**config.mk**
```make
export PLATFORM = sky130hd
export DESIGN_NAME = hsv_to_rgba_converter_core
export DESIGN_NICKNAME = d
export VERILOG_FILES = /design/src/sv/hsvc_pkg.sv /design/src/sv/hsvc_hue_unit.sv /design/src/sv/hsv_to_rgba_converter_core.sv
export SDC_FILE = /design/constraint.sdc
export NUM_CORES = 2
export LEC_CHECK = 0
export CAP_MARGIN = 10
export CORE_ASPECT_RATIO = 1.1
export CORE_UTILIZATION = 45
export DETAILED_ROUTE_END_ITERATION = 7
export DONT_BUFFER_PORTS = 1
export PLACE_DENSITY = 0.71
export SLEW_MARGIN = 0
export SYNTH_ARGS = -nofsm -noshare
export SYNTH_HDL_FRONTEND = slang
export SYNTH_SLANG_ARGS = --single-unit
```
**constraint.sdc**
```tcl
create_clock -name clk -period 6.4 [get_ports clk]
set_input_delay 0.32 -clock clk [delete_from_list [all_inputs] [get_ports clk]]
set_output_delay 0.32 -clock clk [all_outputs]
set_load 0.01 [all_outputs]
```
**src/sv/hsvc_pkg.sv**
```systemverilog
package hsvc_pkg;

  // Hue arithmetic: one turn is 5760 steps, one sector 960 steps.
  localparam logic [16:0] HUE_WRAP   = 17'd34560;  // six turns, lifts any hue above zero
  localparam logic [9:0]  HUE_SECTOR = 10'd960;
  localparam logic [12:0] RECIP_15   = 13'd4370;   // ceil(2^16 / 15)
  localparam logic [5:0]  RECIP_6    = 6'd43;      // ceil(2^8 / 6)
  localparam logic [2:0]  SECTOR_CNT = 3'd6;

  // Saturation and value: 65536 stands for 1.0.
  localparam logic [16:0] UNIT_ONE = 17'd65536;

  // Half-up rounding terms for the three channel forms.
  localparam logic [24:0] ROUND_FULL = 25'h000_8000;         // 2^15
  localparam logic [40:0] ROUND_OFS  = 41'h000_8000_0000;    // 2^31
  localparam logic [47:0] ROUND_MID  = 48'h0020_0000_0000;   // 2^37

  // Hue sectors, 60 degrees each.
  localparam logic [2:0] SECT_RED_YEL = 3'd0;
  localparam logic [2:0] SECT_YEL_GRN = 3'd1;
  localparam logic [2:0] SECT_GRN_CYN = 3'd2;
  localparam logic [2:0] SECT_CYN_BLU = 3'd3;
  localparam logic [2:0] SECT_BLU_MAG = 3'd4;
  localparam logic [2:0] SECT_MAG_RED = 3'd5;

  // Hue position handed from the hue unit to the channel datapath.
  typedef struct packed {
    logic [2:0] sector;
    logic [9:0] k;       // weight of the intermediate component, 0..960
  } hsvc_pos_t;

endpackage

```
**src/sv/hsvc_hue_unit.sv**
```systemverilog
module hsvc_hue_unit (
  input  logic               clk,
  input  logic [15:0]        hue,
  output hsvc_pkg::hsvc_pos_t pos
);
  import hsvc_pkg::*;

  logic [16:0] u1_r, u1_nxt;
  logic [16:0] u2_r;
  logic [6:0]  t2_r, t2_nxt;
  logic [9:0]  r3_r, r3_nxt;
  logic [2:0]  sec3_r, sec3_nxt;

  logic [23:0] prod15;
  logic [16:0] diff;
  logic [11:0] prod6;
  logic [6:0]  sec_wide;

  // Shift the hue into a positive range without changing it modulo one turn.
  assign u1_nxt = {hue[15], hue} + HUE_WRAP;

  // Count sectors: u / 960 = (u / 64) / 15.
  assign prod15 = 24'(u1_r[16:6] * RECIP_15);
  assign t2_nxt = prod15[22:16];

  // Remainder within the sector and sector index modulo one turn.
  assign diff     = u2_r - 17'(t2_r * HUE_SECTOR);
  assign r3_nxt   = diff[9:0];
  assign prod6    = 12'(t2_r * RECIP_6);
  assign sec_wide = t2_r - 7'(prod6[11:8] * SECTOR_CNT);
  assign sec3_nxt = sec_wide[2:0];

  always_ff @(posedge clk) begin
    u1_r   <= u1_nxt;
    u2_r   <= u1_r;
    t2_r   <= t2_nxt;
    r3_r   <= r3_nxt;
    sec3_r <= sec3_nxt;
  end

  // Rising sectors weight the remainder directly, falling sectors its complement.
  always_comb begin
    pos.sector = sec3_r;
    pos.k      = sec3_r[0] ? (HUE_SECTOR - r3_r) : r3_r;
  end

endmodule

```
**src/sv/hsv_to_rgba_converter_core.sv**
```systemverilog
// HSV to packed RGBA color converter, fully pipelined.
//
// Input: drive in_hue (signed, 1/16 degree, any turn), in_saturation and
// in_brightness (signed, 65536 = 1.0, clamped to 0..1) and in_alpha, and
// raise start. A transaction is taken at every rising edge with start high
// and busy low. busy stays low: the pipeline takes one transaction per cycle.
//
// Output: out_color (red 7:0, green 15:8, blue 23:16, alpha 31:24) is shown
// for one cycle with out_valid high. Results leave in the order the
// transactions came in. The receiver cannot stall, so no stage ever holds;
// throughput is one color per clock.
//
// Stages: 1 clamp and hue wrap, 2 V*S product and sector count, 3 sector
// remainder, 4 V*S*k product and offset, 5 channel numerators and the two
// simple bytes, 6 rounding of the intermediate byte and sector packing.
//
// Reset (rst_n low, synchronous) drops every transaction in flight; the
// payload registers keep whatever they hold.
module hsv_to_rgba_converter_core (
  input  logic        clk,
  input  logic        rst_n,
  input  logic        start,
  output logic        busy,
  input  logic [15:0] in_hue,
  input  logic [17:0] in_saturation,
  input  logic [17:0] in_brightness,
  input  logic [7:0]  in_alpha,
  output logic        out_valid,
  output logic [31:0] out_color
);
  import hsvc_pkg::*;

  logic [5:0]  vld_r, vld_nxt;

  logic [16:0] s1_s_r, s1_s_nxt;
  logic [16:0] s1_v_r, s1_v_nxt;
  logic [7:0]  s1_a_r;

  logic [32:0] s2_vs_r, s2_vs_nxt;
  logic [16:0] s2_v_r;
  logic [7:0]  s2_a_r;

  logic [32:0] s3_vs_r;
  logic [16:0] s3_v_r;
  logic [7:0]  s3_a_r;

  logic [42:0] s4_xn_r, s4_xn_nxt;
  logic [32:0] s4_mn_r, s4_mn_nxt;
  logic [16:0] s4_v_r;
  logic [2:0]  s4_sec_r;
  logic [7:0]  s4_a_r;

  logic [43:0] s5_nx_r, s5_nx_nxt;
  logic [7:0]  s5_bm_r, s5_bm_nxt;
  logic [7:0]  s5_bc_r, s5_bc_nxt;
  logic [2:0]  s5_sec_r;
  logic [7:0]  s5_a_r;

  logic [31:0] out_color_r, out_color_nxt;

  hsvc_pos_t   pos;
  logic [33:0] vs_full;
  logic [40:0] tm;
  logic [24:0] tc;
  logic [47:0] tx;
  logic [7:0]  bx;
  logic [7:0]  red, green, blue;

  // Clamp a signed unit value to 0..65536.
  function automatic logic [16:0] clamp_unit(input logic [17:0] x);
    logic [16:0] y;
    if (x[17]) begin
      y = '0;
    end else if (x[16:0] > UNIT_ONE || x[16]) begin
      y = UNIT_ONE;
    end else begin
      y = x[16:0];
    end
    return y;
  endfunction

  // The pipeline never holds off a transaction.
  assign busy = 1'b0;

  // Advance the valid bits one stage per cycle alongside the data.
  assign vld_nxt = {vld_r[4:0], start & ~busy};

  // Stage 1: clamp saturation and value; the hue unit wraps the hue.
  assign s1_s_nxt = clamp_unit(in_saturation);
  assign s1_v_nxt = clamp_unit(in_brightness);

  hsvc_hue_unit u_hue (
    .clk (clk),
    .hue (in_hue),
    .pos (pos)
  );

  // Stage 2: chroma product V*S, at most 2^32.
  assign vs_full   = 34'(s1_v_r * s1_s_r);
  assign s2_vs_nxt = vs_full[32:0];

  // Stage 4: intermediate component V*S*k and offset V*(1-S), both over 2^32.
  assign s4_xn_nxt = 43'(s3_vs_r * pos.k);
  assign s4_mn_nxt = {s3_v_r, 16'h0000} - s3_vs_r;

  // Stage 5: the intermediate channel numerator over 2^32*960, plus the
  // bytes of the offset-only and the full-chroma channels.
  assign s5_nx_nxt = {1'b0, s4_xn_r} + {1'b0, s4_mn_r, 10'h000} - {5'h00, s4_mn_r, 6'h00};
  assign tm        = {s4_mn_r, 8'h00} - {8'h00, s4_mn_r} + ROUND_OFS;
  assign s5_bm_nxt = tm[39:32];
  assign tc        = {s4_v_r, 8'h00} - {8'h00, s4_v_r} + ROUND_FULL;
  assign s5_bc_nxt = tc[23:16];

  // Stage 6: N*255/(960*2^32) equals N*17/2^38; round half up.
  assign tx = {s5_nx_r, 4'h0} + {4'h0, s5_nx_r} + ROUND_MID;
  assign bx = tx[45:38];

  always_comb begin
    case (s5_sec_r)
      SECT_RED_YEL: begin
        red = s5_bc_r; green = bx;      blue = s5_bm_r;
      end
      SECT_YEL_GRN: begin
        red = bx;      green = s5_bc_r; blue = s5_bm_r;
      end
      SECT_GRN_CYN: begin
        red = s5_bm_r; green = s5_bc_r; blue = bx;
      end
      SECT_CYN_BLU: begin
        red = s5_bm_r; green = bx;      blue = s5_bc_r;
      end
      SECT_BLU_MAG: begin
        red = bx;      green = s5_bm_r; blue = s5_bc_r;
      end
      SECT_MAG_RED: begin
        red = s5_bc_r; green = s5_bm_r; blue = bx;
      end
      default: begin
        red = s5_bm_r; green = s5_bm_r; blue = s5_bm_r;
      end
    endcase
    out_color_nxt = {s5_a_r, blue, green, red};
  end

  always_ff @(posedge clk) begin
    if (!rst_n) begin
      vld_r <= '0;
    end else begin
      vld_r <= vld_nxt;
    end
  end

  always_ff @(posedge clk) begin
    s1_s_r      <= s1_s_nxt;
    s1_v_r      <= s1_v_nxt;
    s1_a_r      <= in_alpha;
    s2_vs_r     <= s2_vs_nxt;
    s2_v_r      <= s1_v_r;
    s2_a_r      <= s1_a_r;
    s3_vs_r     <= s2_vs_r;
    s3_v_r      <= s2_v_r;
    s3_a_r      <= s2_a_r;
    s4_xn_r     <= s4_xn_nxt;
    s4_mn_r     <= s4_mn_nxt;
    s4_v_r      <= s3_v_r;
    s4_sec_r    <= pos.sector;
    s4_a_r      <= s3_a_r;
    s5_nx_r     <= s5_nx_nxt;
    s5_bm_r     <= s5_bm_nxt;
    s5_bc_r     <= s5_bc_nxt;
    s5_sec_r    <= s4_sec_r;
    s5_a_r      <= s4_a_r;
    out_color_r <= out_color_nxt;
  end

  assign out_valid = vld_r[5];
  assign out_color = out_color_r;

  // Every accepted transaction comes out as a result with out_valid high.
  a_latency: assert property (@(posedge clk) disable iff (!rst_n)
    (start && !busy) |-> ##6 out_valid)
    else $error("accepted transaction did not produce a result in six cycles");

  // No result appears without a matching earlier transaction.
  a_no_spurious: assert property (@(posedge clk) disable iff (!rst_n)
    out_valid |-> $past(start, 6))
    else $error("result strobe without a matching transaction");

  // Alpha travels with its own transaction through all stages.
  a_alpha: assert property (@(posedge clk) disable iff (!rst_n)
    out_valid |-> (out_color[31:24] == $past(in_alpha, 6)))
    else $error("alpha byte out of step with its transaction");

endmodule
```
# == Yosys cells after proc, flatten, opt, wreduce, memory -nomap -nowiden ==
# Index checks and enable logic that the tools add are counted.
# totals
regBits,418
latchBits,0
ramBits,0
romBits,0
inputBits,63
output_inout_bits,34
n_memories,0
# op_classes
n_addsub,13
multipliers,6
div_mod_pow,0
n_lt_le_gt_ge,2
n_eq_ne,5
n_shift,0
muxes,6
bitwise,0
n_reduce_logical,11
# ops
cell,n
8-bit one-hot mux with 2 select lines,3
46-bit by 38-bit adder with 46-bit output (second input constant),1
46-bit by 44-bit adder with 46-bit output,1
43-bit by 43-bit adder with 44-bit output,1
44-bit by 39-bit subtractor with 44-bit output,1
33-bit by 10-bit multiplier with 43-bit output,1
40-bit by 32-bit adder with 40-bit output (second input constant),1
40-bit by 33-bit subtractor with 40-bit output,1
17-bit > comparator (second input constant),2
17-bit 2-to-1 mux,2
17-bit by 17-bit multiplier with 33-bit output,1
33-bit subtractor,1
24-bit by 16-bit adder with 24-bit output (second input constant),1
24-bit by 17-bit subtractor with 24-bit output,1
11-bit by 12-bit multiplier with 22-bit output (second input constant),1
17-bit by 16-bit adder with 17-bit output (second input constant),1
2-bit OR reduction,8
7-bit by 6-bit multiplier with 12-bit output (second input constant),1
10-bit 2-to-1 mux,1
10-bit subtractor,1
10-bit subtractor (first input constant),1
7-bit by 4-bit multiplier with 4-bit output (second input constant),1
3-bit by 2-bit == test with 1-bit output (second input constant),2
3-bit == test (second input constant),2
5 further kinds,6

# == Logic depth before layout (Yosys ltp) ==
# logic_depth
depth_word,3
ltp_mapped,28

# == Cells and area by module ==
# Synthesis repeated with hierarchy kept, for this count alone.
# unflattened
cells_unflattened,4087
area_unflattened_um2,38560.7
# modules_own_cells
module,n_inst,cells_per_inst,area_each_um2,seq_area_each_um2
hsv_to_rgba_converter_core,1,3772,35376.4,7427.1
hsvc_hue_unit,1,315,3184.3,940.9

# == Worst setup path before layout ==
# No wires, ideal clock.
# synth_timing
kind,reg2reg
startpoint,register u_hue.r3_r[0]
endpoint,register s4_xn_r[42]
setup_time_ns,0.072
t_arrival_ns,6.661
required_ns,6.328
setup_slack_ns,-0.333
stages_incl_launch_ff,27
path_buffers,1
synth_period_minus_slack_ns,6.733
cell_sequence,dfxtp_1 inv_1 ha_1 nand2_1 nor4b_1 a21oi_1 xnor2_1 clkbuf_1 and2_1 fa_1 fa_1 fa_1 fa_1 inv_1 fa_1 inv_1 ha_1 a21o_1 a211oi_1 a211o_1 a311oi_1 o31ai_2 o21ai_1 a221oi_1 nand2b_1 a21oi_1 xnor2_1
# synth_between
elab_chain_cells,3
# synth_rtl
element,line_no,source
from (decl),hsvc_hue_unit.sv:11,"logic [9:0] r3_r, r3_nxt;"
from (signal assigned),hsvc_hue_unit.sv:37,r3_r <= r3_nxt;
10-bit subtractor,hsvc_hue_unit.sv:44,pos.k = sec3_r[0] ? (HUE_SECTOR - r3_r) : r3_r;
10-bit 2-to-1 mux *,hsvc_hue_unit.sv:44,
33-bit by 10-bit multiplier with 43-bit output *,hsv_to_rgba_converter_core.sv:103,assign s4_xn_nxt = 43'(s3_vs_r * pos.k);
named net s4_xn_nxt[42],hsv_to_rgba_converter_core.sv:47,"logic [42:0] s4_xn_r, s4_xn_nxt;"
to (signal assigned),hsv_to_rgba_converter_core.sv:163,s4_xn_r <= s4_xn_nxt;
to (decl),hsv_to_rgba_converter_core.sv:47,
# Mark *: on every way through the listed nets, which the timed path passes. The rest lies on a longest branch.
# A chain may end at the register's enable or synchronous reset.

# == Worst setup path in the final report ==
# layout_timing
startpoint,register u_hue.r3_r[0]
endpoint,register s4_xn_r[41]
# Same word-level chain as after synthesis.

==> flow_metrics.env <==
export IMPL_status="finished clean"
export IMPL_num_vias=27191
export IMPL_yosys_mux_area_fraction=0.00237
export IMPL_setup_ws_ns=0.00181
export IMPL_vdd_ir_drop_max_uv=613
export IMPL_cts_root_buffer="clkbuf_16"
export IMPL_avgSynthCellArea_um2=9.38
export IMPL_clock_skew_ns=0.0298
export IMPL_syn_area_um2=37900
export IMPL_drv_slew=0
export IMPL_grt_pass1_wl_um=142000
export IMPL_crit_type="flip-flop to flip-flop"
export IMPL_synth_edf_count=0
export IMPL_wl_per_cell_um=15.7
export IMPL_detailedPlace_worstSlack_ns=-0.446
export IMPL_finalWirelength_um=85700
export IMPL_synthDistinctLibCells=73
export IMPL_antenna_found_initial=1
export IMPL_worstPathMaxFanout=5
export IMPL_fmax_mhz=156
export IMPL_syn_nets=5099
export IMPL_finalSetupViolCount=0
export IMPL_synth_simple_gate_area_share=0.132
export IMPL_post_route_min_period_ns=6.40
export IMPL_worstPathArrival_ns=6.89
export IMPL_placed_cell_area_um2=40800
export IMPL_finalHoldViolations=0
export IMPL_synth_top_family_by_area="adder cells"
export IMPL_synth_compound_area_frac=0.0823
export IMPL_io_buffers=0
export IMPL_ys_seq_elements=418
export IMPL_gp_congestion=0.895
export IMPL_area_growth_pct=15.5
export IMPL_tightest_slew_ns=1.16
export IMPL_start_util=0.455
export IMPL_synth_area_leaders="fa_1 (27%), dfxtp_1 (22%), ha_1 (16%)"
export IMPL_stdcell_area_um2=43800
export IMPL_p_per_area_nw_per_um2=560
export IMPL_detail_route_drc_violations=0
export IMPL_cts_max_path_buffers=3
export IMPL_synth_xor_area_share=0.0457
export IMPL_hold_class="input pin to flip-flop"
export IMPL_htreeDepth=2
export IMPL_reg2reg_setup_slack_ns=0.002
export IMPL_slew_headroom=0.227
export IMPL_placedCellCount=5270
export IMPL_drive_gt1_frac=0.105
export IMPL_synth_seq_area_share=0.221
export IMPL_yosysWarnings=0
export IMPL_viasPerCell=4.99
export IMPL_grt_pass1_vias=28623
export IMPL_synth_cells=4046
export IMPL_nets=5340
export IMPL_cts_sinks=418
export IMPL_total_leakage_power_nw=22.4
export IMPL_stdcell_count=5452
export IMPL_io_pins=97
export IMPL_clock_latency_ns=0.60
export IMPL_die_area_um2=85500
export IMPL_dpl_hpwl_um=69700
export IMPL_track_usage=0.204
export IMPL_startpoint_type="flip-flop"
export IMPL_synth_top_area_share=0.271
export IMPL_synth_fa_ha_area_frac=0.428
export IMPL_core_area_um2=83500
export IMPL_crit_required_ns=6.89
export IMPL_cts_tree="done"
export IMPL_ant_nets=0
export IMPL_synth_area_leader_cell="fa_1"
export IMPL_drv_cap=0
export IMPL_die_width_um=279
export IMPL_fp_dieH_um=307
export IMPL_drtIter0Drc=1467
export IMPL_overflow=0
export IMPL_end_kind="flip-flop"
export IMPL_cts_made_buffers=44
export IMPL_yosys_most_used_dff="dfxtp_1"
export IMPL_drt_first_pass_iters=6
export IMPL_rsz0062_at_grt="yes"
export IMPL_clkSlewWorstSetupHoldPaths_ns=0.06
export IMPL_async_flop_share=0
export IMPL_rows=111
export IMPL_fin_crit_sh=1.00
export IMPL_grt_start_max_net_pins=39
cells by family after synthesis:
family                   after synthesis
buffers and inverters                901
AO/OA/AOI/OAI                        474
XOR/XNOR                             198
AND/OR/NAND/NOR                     1055
other                                  1
flip-flops                           418
adder cells (fa/ha/maj)              990
multiplexers                           9
report_power, final:
part | switching (W) | internal (W) | leakage, nW
registers | 0.000657 | 0.00342 | 3.49
logic | 0.00955 | 0.00827 | 18.1
clock network | 0.00110 | 0.00156 | 0.753
worst paths after layout:
path | start | end | cells after the start
worst min-delay path | in_hue[12] | u_hue.u1_r[14] | 3
worst min register to register | s2_vs_r[19] | s3_vs_r[19] | 0
worst max-delay path | u_hue.r3_r[0] | s4_xn_r[41] | 27
worst max register to register | u_hue.r3_r[0] | s4_xn_r[41] | 27
metal layers:
metal / vias to the layer above / track usage / wire length (um)
met5: - / 0 / 0
met4: 0 / 0.0574 / 2280
met3: 147 / 0.0268 / 4540
met2: 684 / 0.367 / 42800
met1: 13209 / 0.256 / 36100
li1: 13151 / - / -
worst max-delay path, cell delays in order, from the launching register on:
cell,delay (ns)
dfxtp_4,0.36
inv_4,0.07
buf_6,0.09
nand4b_1,0.15
buf_4,0.19
o21ai_2,0.13
nand2_2,0.11
xnor2_4,0.22
buf_6,0.17
buf_6,0.11
and2_4,0.14
fa_1,0.43
fa_1,0.56
fa_1,0.43
fa_1,0.51
inv_1,0.05
fa_1,0.49
inv_2,0.05
ha_4,0.24
and4_4,0.18
o21a_1,0.09
a221o_1,0.36
a211o_1,0.38
nand4_4,0.11
a41oi_4,0.17
o21ai_4,0.23
and4b_1,0.22
nor3_1,0.05
cell usage in the layout, fill, tap and decap left out, types with 12 or more instances in the layout:
cell type	count
a211oi_1	15
a21o_1	72
a21oi_1	121
a31oi_1	20
and2_1	188
and3_1	12
buf_12	14
buf_4	205
buf_6	19
clkbuf_16	46
dfxtp_1	399
dfxtp_2	18
dlygate4sd3_1	65
fa_1	505
ha_1	460
ha_4	13
inv_1	772
inv_2	13
nand2_1	447
nand2b_1	26
nand3_1	36
nand4_1	17
nor2_1	175
nor2b_1	55
nor3_1	33
o21a_1	24
o21ai_0	72
o21bai_1	26
xnor2_1	131
xor2_1	60
cell type report:
cell class | instances | area, um^2
multi-input combinational | 2727 | 26800
timing repair buffer | 309 | 2780
clock buffer | 57 | 1250
clock inverter | 22 | 284
tap | 1130 | 1410
sequential | 418 | 8390
fill | 7353 | 39600
antenna | 2 | 5.00
inverter | 787 | 2960
state kept, by name, summed over array words and instances (netlist names), 10 cells and up:
register,count
s4_v_r,17
u_hue.u2_r,10
s5_nx_r,44
s2_vs_r,33
s4_mn_r,33
s3_vs_r,33
u_hue.u1_r,17
s1_v_r,17
s3_v_r,17
u_hue.r3_r,10
s1_s_r,17
out_color,32
s2_v_r,17
s4_xn_r,43
cells in the mapped netlist, types with 4 or more instances:
cell       instances
a221oi_1           9
nor3_1            35
nand4_1           17
o21bai_1          26
o22ai_1           11
a31oi_1           20
a22oi_1            5
o21ai_1            6
clkbuf_1         113
a21oi_1          130
nor2b_1           63
ha_1             476
a211oi_1          17
and4_1             5
nand3_1           37
and2_1           195
fa_1             514
xnor2_1          136
o2111ai_1          7
o31ai_1            5
or3_1              8
nand2b_1          26
a21boi_0           5
o211ai_1           9
o21a_1            24
inv_1            786
nor3b_1            5
xor2_1            62
a41o_1             5
and3_1            12
a21o_1            72
mux2i_1            9
nand2_1          450
nor2_1           179
dfxtp_1          418
a311oi_1           4
nor4_1             5
o21ai_0           81
through the flow:
stage | setup TNS, ns | hold slack, ns | util | power, W
6_report | 0 | 0.0808 | 0.525 | 0.0246
3_3_place_gp | -1.36 | 0.310 | 0.488 | 0.0201
4_1_cts | 0 | 0.0523 | 0.516 | 0.0235
5_1_grt | -2.41 | 0.0863 | 0.525 | 0.0272
3_5_place_dp | -4.93 | 0.312 | 0.488 | 0.0205
2_1_floorplan | 0 | 0.310 | - | 0.0159
timing repair:
item	in CTS	in global routing
gates resized for setup	23	142
pin swaps	27	129
buffers inserted	7	28
hold buffers	65	0
endpoints found under the hold margin	65	0
setup endpoints to repair	21	29
cloned	0	2
No activity file was read; power rests on OpenSTA's default activity.
